===== src/rtl/swrq_pkg.sv =====
`timescale 1ns / 1ps
// ----------------------------------------------------------------------------
// Sleep/wakeup ready queue package
// Shared widths, default sizes, opcodes and controller/datapath bundles.
// ----------------------------------------------------------------------------
package swrq_pkg;

  localparam int SLEEP_SLOTS_DEF = 16;
  localparam int READY_DEPTH_DEF = 32;
  localparam int ID_BITS         = 8;
  localparam int TICK_BITS       = 16;
  localparam int COUNT_BITS      = 5;

  localparam logic [COUNT_BITS-1:0] WOKE_MAX = '1;

  typedef logic [ID_BITS-1:0]    swrq_id_t;
  typedef logic [TICK_BITS-1:0]  swrq_tick_t;
  typedef logic [COUNT_BITS-1:0] swrq_count_t;

  typedef enum logic [1:0] {
    OP_SLEEP = 2'd0,
    OP_TICK  = 2'd1,
    OP_READY = 2'd2,
    OP_PICK  = 2'd3
  } swrq_op_t;

  // One sleeper entry: the id and the absolute tick at which it wakes.
  typedef struct packed {
    swrq_id_t   id;
    swrq_tick_t deadline;
  } swrq_sleeper_t;

  // Controller to datapath strobes, one per step of work.
  typedef struct packed {
    logic load;
    logic ins_init;
    logic ins_shift;
    logic ins_place;
    logic tick_init;
    logic wake_step;
    logic push;
    logic pop;
    logic pop_rd;
    logic out_load;
  } swrq_cmd_t;

  // Datapath to controller status.
  typedef struct packed {
    logic sl_full;
    logic sl_empty;
    logic shift_gt;
    logic at_head;
    logic wake_now;
  } swrq_stat_t;

endpackage


===== src/rtl/swrq_if.sv =====
`timescale 1ns / 1ps
// ----------------------------------------------------------------------------
// Sleep/wakeup ready queue channels
// Valid/ready interfaces for the request channel and the result channel.
// ----------------------------------------------------------------------------
interface swrq_in_if import swrq_pkg::*; ();
  logic       valid;
  logic       ready;
  logic [1:0] opcode;
  swrq_id_t   thread_id;
  swrq_tick_t sleep_ticks;

  modport source (output valid, output opcode, output thread_id, output sleep_ticks,
                  input ready);
  modport sink   (input valid, input opcode, input thread_id, input sleep_ticks,
                  output ready);
endinterface

interface swrq_out_if import swrq_pkg::*; ();
  logic        valid;
  logic        ready;
  swrq_id_t    picked_thread;
  logic        picked_valid;
  logic        woke_any;
  swrq_count_t woke_count;
  logic        overflow;

  modport source (output valid, output picked_thread, output picked_valid,
                  output woke_any, output woke_count, output overflow, input ready);
  modport sink   (input valid, input picked_thread, input picked_valid,
                  input woke_any, input woke_count, input overflow, output ready);
endinterface


===== src/rtl/swrq_datapath.sv =====
`timescale 1ns / 1ps
// ----------------------------------------------------------------------------
// Sleep/wakeup ready queue datapath
// Sleeper ring memory, ready FIFO memory, pointers and result registers.
// ----------------------------------------------------------------------------
module swrq_datapath import swrq_pkg::*; #(
  parameter int SLEEP_SLOTS = SLEEP_SLOTS_DEF,
  parameter int READY_DEPTH = READY_DEPTH_DEF
) (
  input  logic        clk,
  input  logic        rst_n,
  input  swrq_cmd_t   cmd,
  output swrq_stat_t  stat,
  input  swrq_id_t    in_id,
  input  swrq_tick_t  in_ticks,
  output swrq_id_t    out_picked_thread,
  output logic        out_picked_valid,
  output logic        out_woke_any,
  output swrq_count_t out_woke_count,
  output logic        out_overflow
);

  localparam int SW  = $clog2(SLEEP_SLOTS);
  localparam int SCW = $clog2(SLEEP_SLOTS + 1);
  localparam int RW  = $clog2(READY_DEPTH);
  localparam int RCW = $clog2(READY_DEPTH + 1);

  localparam logic [SW-1:0]  S_LAST = SW'(SLEEP_SLOTS - 1);
  localparam logic [SCW-1:0] S_FULL = SCW'(SLEEP_SLOTS);
  localparam logic [SCW:0]   S_WRAP = (SCW + 1)'(SLEEP_SLOTS);
  localparam logic [RW-1:0]  R_LAST = RW'(READY_DEPTH - 1);
  localparam logic [RCW-1:0] R_FULL = RCW'(READY_DEPTH);

  function automatic logic [SW-1:0] s_next(input logic [SW-1:0] p);
    return (p == S_LAST) ? '0 : p + 1'b1;
  endfunction

  function automatic logic [SW-1:0] s_prev(input logic [SW-1:0] p);
    return (p == '0) ? S_LAST : p - 1'b1;
  endfunction

  function automatic logic [RW-1:0] r_next(input logic [RW-1:0] p);
    return (p == R_LAST) ? '0 : p + 1'b1;
  endfunction

  // Storage
  swrq_sleeper_t sl_mem [SLEEP_SLOTS];
  swrq_id_t      rq_mem [READY_DEPTH];
  swrq_sleeper_t sl_rdata_r;
  swrq_id_t      rq_rdata_r;

  // Control state
  logic [SW-1:0]  s_head_r,  s_head_nxt;
  logic [SCW-1:0] s_count_r, s_count_nxt;
  logic [SW-1:0]  wr_ptr_r,  wr_ptr_nxt;
  swrq_tick_t     now_r,     now_nxt;
  logic [RW-1:0]  r_head_r,  r_head_nxt;
  logic [RW-1:0]  r_tail_r,  r_tail_nxt;
  logic [RCW-1:0] r_count_r, r_count_nxt;

  // Item and result registers
  swrq_id_t    id_r,      id_nxt;
  swrq_tick_t  ticks_r,   ticks_nxt;
  swrq_id_t    picked_r,  picked_nxt;
  logic        pvalid_r,  pvalid_nxt;
  swrq_count_t wcnt_r,    wcnt_nxt;
  logic        ovf_r,     ovf_nxt;

  swrq_id_t    out_picked_r;
  logic        out_pvalid_r;
  logic        out_wany_r;
  swrq_count_t out_wcnt_r;
  logic        out_ovf_r;

  // Memory port signals
  logic          sl_we;
  logic [SW-1:0] sl_waddr;
  swrq_sleeper_t sl_wdata;
  logic [SW-1:0] sl_raddr;
  logic          rq_we;
  logic [RW-1:0] rq_waddr;
  swrq_id_t      rq_wdata;

  logic [SCW:0]  tail_sum;
  logic [SW-1:0] s_tail;
  swrq_tick_t    sl_rem;
  swrq_sleeper_t new_entry;

  assign tail_sum  = (SCW + 1)'(s_head_r) + (SCW + 1)'(s_count_r);
  assign s_tail    = (tail_sum >= S_WRAP) ? SW'(tail_sum - S_WRAP) : SW'(tail_sum);
  assign sl_rem    = sl_rdata_r.deadline - now_r;
  assign new_entry = '{id: id_r, deadline: now_r + ticks_r};

  assign stat.sl_full  = (s_count_r == S_FULL);
  assign stat.sl_empty = (s_count_r == '0);
  assign stat.shift_gt = (sl_rem > ticks_r);
  assign stat.at_head  = (s_prev(wr_ptr_r) == s_head_r);
  assign stat.wake_now = (s_count_r != '0) && (sl_rem == '0);

  always_comb begin
    s_head_nxt  = s_head_r;
    s_count_nxt = s_count_r;
    wr_ptr_nxt  = wr_ptr_r;
    now_nxt     = now_r;
    r_head_nxt  = r_head_r;
    r_tail_nxt  = r_tail_r;
    r_count_nxt = r_count_r;
    id_nxt      = id_r;
    ticks_nxt   = ticks_r;
    picked_nxt  = picked_r;
    pvalid_nxt  = pvalid_r;
    wcnt_nxt    = wcnt_r;
    ovf_nxt     = ovf_r;
    sl_we       = 1'b0;
    sl_waddr    = wr_ptr_r;
    sl_wdata    = new_entry;
    rq_we       = 1'b0;
    rq_waddr    = r_tail_r;
    rq_wdata    = id_r;

    if (cmd.load) begin
      id_nxt     = in_id;
      // A zero-tick sleep wakes on the next tick.
      ticks_nxt  = (in_ticks == '0) ? swrq_tick_t'(1) : in_ticks;
      picked_nxt = '0;
      pvalid_nxt = 1'b0;
      wcnt_nxt   = '0;
      ovf_nxt    = 1'b0;
    end

    if (cmd.ins_init) begin
      if (stat.sl_full) begin
        ovf_nxt = 1'b1;
      end else if (stat.sl_empty) begin
        sl_we       = 1'b1;
        sl_waddr    = s_head_r;
        s_count_nxt = s_count_r + 1'b1;
      end else begin
        wr_ptr_nxt = s_tail;
      end
    end

    // Insertion walks back from the tail, moving later deadlines up one slot.
    if (cmd.ins_shift) begin
      sl_we = 1'b1;
      if (stat.shift_gt) begin
        sl_wdata   = sl_rdata_r;
        wr_ptr_nxt = s_prev(wr_ptr_r);
      end else begin
        s_count_nxt = s_count_r + 1'b1;
      end
    end

    if (cmd.ins_place) begin
      sl_we       = 1'b1;
      s_count_nxt = s_count_r + 1'b1;
    end

    if (cmd.tick_init) begin
      now_nxt = now_r + swrq_tick_t'(1);
    end

    if (cmd.wake_step && stat.wake_now) begin
      s_head_nxt  = s_next(s_head_r);
      s_count_nxt = s_count_r - 1'b1;
      if (r_count_r != R_FULL) begin
        rq_we       = 1'b1;
        rq_wdata    = sl_rdata_r.id;
        r_tail_nxt  = r_next(r_tail_r);
        r_count_nxt = r_count_r + 1'b1;
        wcnt_nxt    = (wcnt_r == WOKE_MAX) ? WOKE_MAX : wcnt_r + 1'b1;
      end else begin
        ovf_nxt = 1'b1;
      end
    end

    if (cmd.push) begin
      if (r_count_r != R_FULL) begin
        rq_we       = 1'b1;
        r_tail_nxt  = r_next(r_tail_r);
        r_count_nxt = r_count_r + 1'b1;
      end else begin
        ovf_nxt = 1'b1;
      end
    end

    // The head entry is read on the pop edge and captured in the following cycle.
    if (cmd.pop && (r_count_r != '0)) begin
      pvalid_nxt  = 1'b1;
      r_head_nxt  = r_next(r_head_r);
      r_count_nxt = r_count_r - 1'b1;
    end

    if (cmd.pop_rd && pvalid_r) begin
      picked_nxt = rq_rdata_r;
    end

    if (cmd.tick_init || cmd.wake_step) begin
      sl_raddr = s_head_nxt;
    end else begin
      sl_raddr = s_prev(wr_ptr_nxt);
    end
  end

  always_ff @(posedge clk) begin
    if (!rst_n) begin
      s_head_r  <= '0;
      s_count_r <= '0;
      wr_ptr_r  <= '0;
      now_r     <= '0;
      r_head_r  <= '0;
      r_tail_r  <= '0;
      r_count_r <= '0;
    end else begin
      s_head_r  <= s_head_nxt;
      s_count_r <= s_count_nxt;
      wr_ptr_r  <= wr_ptr_nxt;
      now_r     <= now_nxt;
      r_head_r  <= r_head_nxt;
      r_tail_r  <= r_tail_nxt;
      r_count_r <= r_count_nxt;
    end
  end

  always_ff @(posedge clk) begin
    id_r     <= id_nxt;
    ticks_r  <= ticks_nxt;
    picked_r <= picked_nxt;
    pvalid_r <= pvalid_nxt;
    wcnt_r   <= wcnt_nxt;
    ovf_r    <= ovf_nxt;
    if (cmd.out_load) begin
      out_picked_r <= picked_r;
      out_pvalid_r <= pvalid_r;
      out_wany_r   <= (wcnt_r != '0);
      out_wcnt_r   <= wcnt_r;
      out_ovf_r    <= ovf_r;
    end
  end

  always_ff @(posedge clk) begin
    if (sl_we) begin
      sl_mem[sl_waddr] <= sl_wdata;
    end
    sl_rdata_r <= sl_mem[sl_raddr];
  end

  always_ff @(posedge clk) begin
    if (rq_we) begin
      rq_mem[rq_waddr] <= rq_wdata;
    end
    rq_rdata_r <= rq_mem[r_head_r];
  end

  assign out_picked_thread = out_picked_r;
  assign out_picked_valid  = out_pvalid_r;
  assign out_woke_any      = out_wany_r;
  assign out_woke_count    = out_wcnt_r;
  assign out_overflow      = out_ovf_r;

endmodule


===== src/rtl/swrq_ctrl.sv =====
`timescale 1ns / 1ps
// ----------------------------------------------------------------------------
// Sleep/wakeup ready queue controller
// Sequences one transaction at a time and owns the result valid flag.
// ----------------------------------------------------------------------------
module swrq_ctrl import swrq_pkg::*; (
  input  logic       clk,
  input  logic       rst_n,
  input  logic       in_valid,
  output logic       in_ready,
  input  logic [1:0] in_opcode,
  output logic       out_valid,
  input  logic       out_ready,
  input  swrq_stat_t stat,
  output swrq_cmd_t  cmd
);

  typedef enum logic [3:0] {
    ST_IDLE,
    ST_INS_INIT,
    ST_INS_SHIFT,
    ST_INS_PLACE,
    ST_TICK_INIT,
    ST_WAKE,
    ST_PUSH,
    ST_POP,
    ST_POP_RD,
    ST_DONE
  } state_t;

  state_t state_r, state_nxt;
  logic   out_valid_r, out_valid_nxt;

  always_comb begin
    state_nxt     = state_r;
    out_valid_nxt = out_valid_r && !out_ready;
    cmd           = '0;

    unique case (state_r)
      ST_IDLE: begin
        if (in_valid) begin
          cmd.load = 1'b1;
          unique case (swrq_op_t'(in_opcode))
            OP_SLEEP: state_nxt = ST_INS_INIT;
            OP_TICK:  state_nxt = ST_TICK_INIT;
            OP_READY: state_nxt = ST_PUSH;
            OP_PICK:  state_nxt = ST_POP;
            default:  state_nxt = ST_IDLE;
          endcase
        end
      end
      ST_INS_INIT: begin
        cmd.ins_init = 1'b1;
        state_nxt    = (stat.sl_full || stat.sl_empty) ? ST_DONE : ST_INS_SHIFT;
      end
      ST_INS_SHIFT: begin
        cmd.ins_shift = 1'b1;
        if (!stat.shift_gt) begin
          state_nxt = ST_DONE;
        end else if (stat.at_head) begin
          state_nxt = ST_INS_PLACE;
        end
      end
      ST_INS_PLACE: begin
        cmd.ins_place = 1'b1;
        state_nxt     = ST_DONE;
      end
      ST_TICK_INIT: begin
        cmd.tick_init = 1'b1;
        state_nxt     = ST_WAKE;
      end
      ST_WAKE: begin
        cmd.wake_step = 1'b1;
        if (!stat.wake_now) begin
          state_nxt = ST_DONE;
        end
      end
      ST_PUSH: begin
        cmd.push  = 1'b1;
        state_nxt = ST_DONE;
      end
      ST_POP: begin
        cmd.pop   = 1'b1;
        state_nxt = ST_POP_RD;
      end
      ST_POP_RD: begin
        cmd.pop_rd = 1'b1;
        state_nxt  = ST_DONE;
      end
      ST_DONE: begin
        if (!out_valid_r || out_ready) begin
          cmd.out_load  = 1'b1;
          out_valid_nxt = 1'b1;
          state_nxt     = ST_IDLE;
        end
      end
      default: state_nxt = ST_IDLE;
    endcase
  end

  always_ff @(posedge clk) begin
    if (!rst_n) begin
      state_r     <= ST_IDLE;
      out_valid_r <= 1'b0;
    end else begin
      state_r     <= state_nxt;
      out_valid_r <= out_valid_nxt;
    end
  end

  assign in_ready  = (state_r == ST_IDLE);
  assign out_valid = out_valid_r;

endmodule


===== src/rtl/sleep_wakeup_ready_queue_top.sv =====
`timescale 1ns / 1ps
// ----------------------------------------------------------------------------
// Sleep/wakeup ready queue
// Sorted sleeper table with timed wake-up into a FIFO ready queue.
// ----------------------------------------------------------------------------
// The controller sequences one transaction at a time and accepts the next
// only once it is idle again; the single-port walk over the sleeper ring
// sets how long a sleep or tick takes. A finished result waits in the done
// state while the previous result is still held waiting for out_ready.
// Synchronous reset empties both queues; memory contents are not cleared.
//
// The sleeper table is a ring buffer in a memory. Each entry holds a thread
// id and the absolute tick count at which it wakes, so a tick only advances
// a free-running tick counter instead of decrementing every entry. Remaining
// time is the entry's deadline minus the counter, taken modulo the counter
// width; it is always between one and the largest sleep, so it never wraps
// ambiguously. Entries stay sorted by remaining time.
//
// A sleep transaction walks back from the tail one entry per cycle, moving
// each entry with a later wake time up one slot, then writes the new entry
// after the last one that wakes no later. A tick transaction advances the
// counter and pops front sleepers that have reached zero into the ready
// FIFO, one per cycle. When the FIFO is full the sleeper still leaves the
// table, its id is dropped and the overflow flag is raised.
//
// The controller accepts a new transaction as soon as it is idle, even while
// the previous result still waits in the output register; a finished result
// then waits until that register is free.
module sleep_wakeup_ready_queue_top import swrq_pkg::*; #(
  parameter int SLEEP_SLOTS = SLEEP_SLOTS_DEF,
  parameter int READY_DEPTH = READY_DEPTH_DEF
) (
  input logic       clk,
  input logic       rst_n,
  swrq_in_if.sink   in_if,
  swrq_out_if.source out_if
);

  swrq_cmd_t  cmd;
  swrq_stat_t stat;

  // Sequencer: one state per step of a transaction.
  swrq_ctrl u_ctrl (
    .clk       (clk),
    .rst_n     (rst_n),
    .in_valid  (in_if.valid),
    .in_ready  (in_if.ready),
    .in_opcode (in_if.opcode),
    .out_valid (out_if.valid),
    .out_ready (out_if.ready),
    .stat      (stat),
    .cmd       (cmd)
  );

  // Storage, pointers and result registers.
  swrq_datapath #(
    .SLEEP_SLOTS (SLEEP_SLOTS),
    .READY_DEPTH (READY_DEPTH)
  ) u_datapath (
    .clk               (clk),
    .rst_n             (rst_n),
    .cmd               (cmd),
    .stat              (stat),
    .in_id             (in_if.thread_id),
    .in_ticks          (in_if.sleep_ticks),
    .out_picked_thread (out_if.picked_thread),
    .out_picked_valid  (out_if.picked_valid),
    .out_woke_any      (out_if.woke_any),
    .out_woke_count    (out_if.woke_count),
    .out_overflow      (out_if.overflow)
  );

endmodule


===== src/flat_wrapper.sv =====
// flat-port wrapper written by rule: the top's interface ports become plain ports
module sleep_wakeup_ready_queue_top_flat import swrq_pkg::*;
#(
  parameter int SLEEP_SLOTS = SLEEP_SLOTS_DEF,
  parameter int READY_DEPTH = READY_DEPTH_DEF
)
  (clk, rst_n, in_if_valid, in_if_opcode, in_if_thread_id, in_if_sleep_ticks, in_if_ready, out_if_valid, out_if_picked_thread, out_if_picked_valid, out_if_woke_any, out_if_woke_count, out_if_overflow, out_if_ready);
  swrq_in_if in_if_i ();
  swrq_out_if out_if_i ();
  input logic clk;
  input logic rst_n;
  input wire logic [$bits(in_if_i.valid)-1:0] in_if_valid;
  input wire logic [$bits(in_if_i.opcode)-1:0] in_if_opcode;
  input wire logic [$bits(in_if_i.thread_id)-1:0] in_if_thread_id;
  input wire logic [$bits(in_if_i.sleep_ticks)-1:0] in_if_sleep_ticks;
  output wire logic [$bits(in_if_i.ready)-1:0] in_if_ready;
  output wire logic [$bits(out_if_i.valid)-1:0] out_if_valid;
  output wire logic [$bits(out_if_i.picked_thread)-1:0] out_if_picked_thread;
  output wire logic [$bits(out_if_i.picked_valid)-1:0] out_if_picked_valid;
  output wire logic [$bits(out_if_i.woke_any)-1:0] out_if_woke_any;
  output wire logic [$bits(out_if_i.woke_count)-1:0] out_if_woke_count;
  output wire logic [$bits(out_if_i.overflow)-1:0] out_if_overflow;
  input wire logic [$bits(out_if_i.ready)-1:0] out_if_ready;
  assign in_if_i.valid = in_if_valid;
  assign in_if_i.opcode = in_if_opcode;
  assign in_if_i.thread_id = in_if_thread_id;
  assign in_if_i.sleep_ticks = in_if_sleep_ticks;
  assign in_if_ready = in_if_i.ready;
  assign out_if_valid = out_if_i.valid;
  assign out_if_picked_thread = out_if_i.picked_thread;
  assign out_if_picked_valid = out_if_i.picked_valid;
  assign out_if_woke_any = out_if_i.woke_any;
  assign out_if_woke_count = out_if_i.woke_count;
  assign out_if_overflow = out_if_i.overflow;
  assign out_if_i.ready = out_if_ready;
  sleep_wakeup_ready_queue_top #(.SLEEP_SLOTS(SLEEP_SLOTS), .READY_DEPTH(READY_DEPTH)) u_core (.clk(clk), .rst_n(rst_n), .in_if(in_if_i), .out_if(out_if_i));
endmodule

===== config.mk =====
export PLATFORM = sky130hd
export DESIGN_NAME = sleep_wakeup_ready_queue_top_flat
export DESIGN_NICKNAME = d
export VERILOG_FILES = /design/src/rtl/swrq_pkg.sv /design/src/rtl/swrq_if.sv /design/src/rtl/swrq_datapath.sv /design/src/rtl/swrq_ctrl.sv /design/src/rtl/sleep_wakeup_ready_queue_top.sv /design/src/flat_wrapper.sv
export SDC_FILE = /design/constraint.sdc
export NUM_CORES = 1
export LEC_CHECK = 0
export BUFFER_PORTS_ARGS = -buffer_cell sky130_fd_sc_hd__buf_2
export CORE_UTILIZATION = 25
export DETAILED_ROUTE_END_ITERATION = 10
export MAX_ROUTING_LAYER = met4
export PLACE_DENSITY = 0.48
export SKIP_CTS_REPAIR_TIMING = 1
export SLEW_MARGIN = 20
export SYNTH_ARGS = -nofsm -noshare
export SYNTH_HDL_FRONTEND = slang
export SYNTH_SLANG_ARGS = --single-unit

===== constraint.sdc =====
create_clock -name clk -period 8.4 [get_ports clk]
set_input_delay 0.84 -clock clk [delete_from_list [all_inputs] [get_ports clk]]
set_output_delay 0.84 -clock clk [all_outputs]
set_load 0.1 [all_outputs]

==> flow_summary.toml, run 1 <==
[outcome]
status = "finished clean"

[sta]
max_freq_mhz = 145
worst_slew_pin_slew_ns = 1.06
max_slew_margin = 0.290
hold_viol = 0
skew_ns = 0.0258
layout_min_cycle_time_ns = 6.89
fin_crit_sh = 0.820
rsz0062_at_grt = "no"
timing.setup.tns_ns = 0
whs_ns = 0.383
setup_viol = 0
report.final.slew_viol_count = 0

[setup_path]
critPathKind = "flip-flop to flip-flop"
path_buf_inv = 4
cp_data_arrival_time_ns = 7.37
crit_path_start_kind = "flip-flop"
crit_family = "compound AO/OA/AOI/OAI gates"
slowest_delay_ns = 0.73
path_max_fanout = 34
crit_required_ns = 8.89
end_kind = "flip-flop"
cp_slowest_cell = "a211oi_1"
path_cells = "inv_1 -> ha_1 -> and4_1 -> and3_1 -> a21oi_1 -> a2111oi_0 -> a211oi_1 -> inv_1 -> ha_1 -> nand4_1 -> or2_2 -> a211oi_1 -> nor3b_1 -> a21boi_4 -> buf_4 -> mux2i_1 -> inv_1 -> ha_1 -> a21oi_1 -> mux2_2 -> nand2_1 -> a21oi_4 -> a32oi_1 -> o211ai_1"

[logic_synthesis]
ys_seq_area_frac = 0.676
syn-num-nets = 2450
synthCells = 2346
synth-seq-cells = 777
synth_ff_type = "edfxtp_1"
synthTopCellsByArea = "edfxtp_1, mux4_2, dfxtp_1"
ys_warn_count = 0
yosysUniqueCellTypes = 84
avgSynthCellArea_sq_um = 14.1
yosys.area.top_type = "edfxtp_1"
synth_edf_count = 688
synthArstFlopShare = 0
syn_area_sq_um = 33200
synth_top_area_frac = 0.623

[route]
routed_via_density = 4.59
wire_per_inst_um = 19.9
antenna_left = 0
via_count = 19312
drt_pass1_iterations = 6
wl_mm = 83.9
drt_iter0_markers = 1677
drc = 0

[cells_and_area]
final_area_sq_um = 38500
multiInputGateArea_sq_um = 10100
area_growth_pct = 15.9
drive_gt1_frac = 0.156
final_cell_mix = "edfxtp_1, nand2_1, a21oi_1, dfxtp_1, nor2_1"
nFillCells = 13111
seqCellArea_sq_um = 22400
nets = 2490
layout_commonest_cell = "edfxtp_1"

[cts]
clock-sinks = 777
tritoncts = "built"
worstSkewPairLatency_ns = 0.65
clock-root-buffer = "clkbuf_16"
clockBufferDepth = 3
htreeDepth = 3
numCtsBuffers = 81
clkTransAtPathRegs_ns = 0.06

[global_routing]
grt_pass1_vias = 19103
grt_pass1_wl_mm = 126
grt_max_degree = 115
grt.overflow.total = 0
track_usage = 0.128
antenna_found_initial = 3

[floorplanning]
fp.dieW_um = 366
ios = 48
initial_core_util = 0.252
die_area_sq_um = 134000
coreArea_sq_um = 132000
fp.dieH_um = 366
num_rows = 133

[placed_design]
dp_hpwl_mm = 50.8
io_buffers = 47
dpl-instance-area_sq_um = 35700
gp_congestion = 0.776

[power]
p_leak_nw = 12.6
powerDensity_nw_per_um2 = 345
ir_worst_vdd_v = 0.000425

[min_path]
hp-class = "primary input to flip-flop"

[run]
maxCapViolCount = 0
[kinds of logic (layout without fill, tap and decap cells)]
family	after synthesis	in the layout	synth area share
simple gates	680	680	0.0959
fa+ha+maj	74	74	0.0286
compound gates	400	400	0.0815
other cells	0	2	0
buf+inv	209	317	0.0262
flops	777	777	0.676
mux	164	164	0.0806
xor+xnor	42	42	0.0111
[cell type report]
| cell class | count | area share |
|---|---|---|
| tap | 1755 | 0.0571 |
| sequential | 777 | 0.583 |
| antenna | 2 | 0.000130 |
| clock inverter | 48 | 0.0143 |
| multi-input combinational | 1360 | 0.262 |
| timing repair buffer | 98 | 0.0189 |
| inverter | 68 | 0.00663 |
| clock buffer | 103 | 0.0580 |
[power by group]
part / internal (mW) / total, mW / leakage [nW] / switching (mW)
logic: 1.48 / 4.55 / 4.25 / 3.07
clock network: 2.20 / 3.74 / 1.37 / 1.54
registers: 4.80 / 5.00 / 6.94 / 0.198
[state kept, by name (all words and copies together) (netlist names), 4 cells and up, named ones only]
name                                 flops
u_core.u_datapath.id_r                   8
u_core.u_datapath.s_head_r               4
u_core.u_datapath.wr_ptr_r               4
u_core.u_datapath.r_tail_r               5
u_core.u_datapath.r_count_r              5
u_core.u_datapath.r_head_r               5
u_core.u_datapath.s_count_r              5
u_core.u_datapath.out_picked_thread      8
u_core.u_datapath.wcnt_r                 5
u_core.u_datapath.rq_mem               256
u_core.u_datapath.out_woke_count         5
u_core.u_datapath.rq_rdata_r             8
u_core.u_datapath.picked_r               8
u_core.u_datapath.sl_mem               384
u_core.u_datapath.sl_rdata_r            24
u_core.u_ctrl.state_r                    4
u_core.u_datapath.now_r                 16
u_core.u_datapath.ticks_r               16
[synthesized netlist by cell type (5+ instances only)]
| master | count |
|---|---|
| a211oi_1 | 7 |
| a21boi_0 | 14 |
| a21o_1 | 13 |
| a21oi_1 | 133 |
| a22o_1 | 25 |
| a22oi_1 | 27 |
| a31oi_1 | 15 |
| a32oi_1 | 26 |
| and2_1 | 41 |
| and3_1 | 12 |
| buf_1 | 14 |
| buf_2 | 38 |
| clkbuf_1 | 81 |
| dfxtp_1 | 89 |
| edfxtp_1 | 688 |
| ha_1 | 71 |
| inv_1 | 68 |
| mux2_2 | 26 |
| mux2i_1 | 58 |
| mux4_2 | 80 |
| nand2_1 | 306 |
| nand2b_1 | 9 |
| nand3_1 | 70 |
| nand4_1 | 37 |
| nor2_1 | 101 |
| nor2b_1 | 17 |
| nor3_1 | 29 |
| nor3b_1 | 6 |
| nor4_1 | 11 |
| o211a_1 | 5 |
| o211ai_1 | 29 |
| o21a_1 | 13 |
| o21ai_0 | 41 |
| o31ai_1 | 9 |
| or2_2 | 6 |
| or3_1 | 9 |
| xnor2_1 | 28 |
| xor2_1 | 14 |
[metrics by stage]
| step | power (mW) | cells | utilization | worst slack, ns |
|---|---|---|---|---|
| after floorplan | 8.10 | 2346 | - | 2.82 |
| after global placement | 9.65 | 4056 | 0.271 | 1.69 |
| after detailed placement | 9.66 | 4057 | 0.271 | 1.54 |
| after CTS | 13.4 | 4208 | 0.292 | 1.50 |
| after global routing | 14.0 | 4210 | 0.292 | 1.04 |
| final | 13.3 | 4211 | 0.292 | 1.51 |
[worst paths after layout]
check,startpoint,end,slack [ns],cells after the start
hold / removal,in_if_sleep_ticks[9],u_core.u_datapath.ticks_r[9],0.38,1
setup / recovery,u_core.u_datapath.now_r[6],u_core.u_datapath.sl_rdata_r[0],1.51,24
setup reg to reg,u_core.u_datapath.now_r[6],u_core.u_datapath.sl_rdata_r[0],1.51,24
hold reg to reg,u_core.u_datapath.picked_r[5],u_core.u_datapath.out_picked_thread[5],0.42,0
[layer usage]
layer | track usage | wire, um | vias to the layer above
li1 | - | - | 9006
met1 | 0.171 | 39100 | 9809
met2 | 0.201 | 39600 | 383
met3 | 0.0196 | 3400 | 114
met4 | 0.0348 | 1770 | 0
met5 | - | 0 | -
Note: power is estimated with default switching activity, not from simulation.
==> run 2: changes to the inputs <==
==> constraint.sdc (replaced) <==
create_clock -name clk -period 6.75 [get_ports clk]
set_input_delay 0.675 -clock clk [delete_from_list [all_inputs] [get_ports clk]]
set_output_delay 0.675 -clock clk [all_outputs]
set_load 0.1 [all_outputs]
==> flow_summary.toml, run 2 (synthesized netlist as in run 1, its figures left out) <==
[setup_path]
r2r_start = "u_core.u_datapath.now_r[0]"
path_max_fanout = 15
crit_path_start_kind = "flip-flop"
slowest_delay_ns = 0.48
r2r-end = "u_core.u_datapath.sl_rdata_r[5]"
cp_data_arrival_time_ns = 7.01
end_kind = "flip-flop"
crit_required_ns = 7.26
critPathKind = "flip-flop to flip-flop"
ff2ff_path_depth = 23
r2r_slack_ns = 0.25
path_cells = "ha_1 -> inv_1 -> fa_1 -> a21o_1 -> a221oi_4 -> o21ai_0 -> a311oi_1 -> xnor2_1 -> ha_1 -> nand4_1 -> or2_2 -> a211oi_1 -> nor3b_1 -> a21boi_4 -> buf_4 -> mux2i_1 -> a21oi_1 -> mux2_2 -> nand2b_1 -> o32ai_4 -> buf_4 -> a32oi_1 -> o211ai_1"
cp_slowest_cell = "mux2i_1"

[cells_and_area]
final_util = 0.293
area_growth_pct = 16.4
final_cell_mix = "edfxtp_1, nand2_1, a21oi_1, dfxtp_1"
largest-register = "u_core.u_datapath.sl_mem"
reg_top3 = "u_core.u_datapath.sl_mem: 384 flops, u_core.u_datapath.rq_mem: 256 flops, u_core.u_datapath.sl_rdata_r: 24 flops"
drive_gt1_frac = 0.159
final_area_sq_um = 38600
largest_reg_flops = 384
nFillCells = 13162
layout_commonest_cell = "edfxtp_1"
nets = 2502

[min_path]
hold_path_depth = 1
min_from = "in_if_sleep_ticks[9]"
hp-class = "primary input to flip-flop"
hold_path_end = "u_core.u_datapath.ticks_r[9]"

[placed_design]
dp_hpwl_mm = 51.7
dpl-instance-area_sq_um = 35800
gp_congestion = 0.788
io_buffers = 47
pre_cts_ws_ns = 0.230

[route]
wl_mm = 85.5
drc = 0
routed_via_density = 4.61
drt_iter0_markers = 1669
via_count = 19440
antenna_left = 0
drt_pass1_iterations = 6
wire_per_inst_um = 20.3

[global_routing]
antenna_found_initial = 3
track_usage = 0.130
grt_pass1_vias = 19504
grt.overflow.total = 0
grt_max_degree = 74
grt_pass1_wl_mm = 128

[cts]
tritoncts = "built"
htreeDepth = 3
clockBufferDepth = 3
clock-root-buffer = "clkbuf_16"
worstSkewPairLatency_ns = 0.67
clock-sinks = 777
numCtsBuffers = 81
clkTransAtPathRegs_ns = 0.06

[sta]
setup_slack_ns = 0.249
worst_slew_pin_slew_ns = 1.10
timing.setup.tns_ns = 0
max_slew_margin = 0.264
setup_viol = 0
max_freq_mhz = 154
report.final.slew_viol_count = 0
hold_viol = 0
skew_ns = 0.0333
layout_min_cycle_time_ns = 6.50
rsz0062_at_grt = "no"
fin_crit_sh = 0.963

[power]
p_leak_nw = 12.6
power.total_mw = 17.0
ir_worst_vdd_v = 0.000270
powerDensity_nw_per_um2 = 440

[floorplanning]
coreArea_sq_um = 132000
die_area_sq_um = 134000
initial_core_util = 0.252
num_rows = 133
fp.dieW_um = 366
fp.dieH_um = 366
ios = 48

[run]
maxCapViolCount = 0

[outcome]
status = "finished clean"
-- run 2: through the flow --
step	instances	hold WS, ns
after global routing	4221	0.177
after floorplan	2346	0.400
after CTS	4211	0.140
after detailed placement	4061	0.409
after global placement	4061	0.407
final	4221	0.198
-- run 2: critical path: cells and delay by family, from the launching register on --
kind                       cells  cell delay (ns)
buffers and inverters          3             0.79
and+or+nand+nor                4             0.68
DFF                            1             0.45
muxes                          2             0.79
adders and majority gates      3             0.96
AOI/OAI and AO/OA             10             2.57
xor gates and xnor gates       1             0.12
-- run 2: per-layer routing --
metal,global-route usage,vias to the layer above,part of all wire
li1,-,9058,-
met1,0.175,9901,0.47
met2,0.205,377,0.47
met3,0.0181,104,0.036
met4,0.0373,0,0.021
met5,-,-,0
-- run 2: cell type report --
class	count	area, sq um	share of cell area
multi-input cells	1361	10100	0.262
well taps	1755	2200	0.0569
flip-flops and latches	777	22400	0.581
inverters	68	259	0.00671
clock inverters	37	434	0.0112
diodes	1	2.50	0.0000648
clock buffers	113	2310	0.0598
repair buffers	109	863	0.0224
-- run 2: power breakdown --
group | leakage, nW | internal (mW) | total (mW) | switching [mW]
Clock | 1.35 | 2.71 | 4.63 | 1.92
Combinational | 4.33 | 2.08 | 6.15 | 4.07
Sequential | 6.94 | 5.97 | 6.19 | 0.219
-- run 2: worst max path at each step --
stage	startpoint	endpoint	slack, ns
floorplan	u_core.u_ctrl.state_r[3]	u_core.u_datapath.picked_r[0]	1.17
global placement	u_core.u_datapath.now_r[0]	u_core.u_datapath.sl_rdata_r[5]	0.31
detailed placement	u_core.u_datapath.now_r[6]	u_core.u_datapath.sl_rdata_r[5]	0.23
CTS	u_core.u_datapath.now_r[7]	u_core.u_datapath.sl_rdata_r[5]	0.19
global route	u_core.u_datapath.now_r[0]	u_core.u_datapath.sl_rdata_r[5]	0.007
finish	u_core.u_datapath.now_r[0]	u_core.u_datapath.sl_rdata_r[5]	0.25
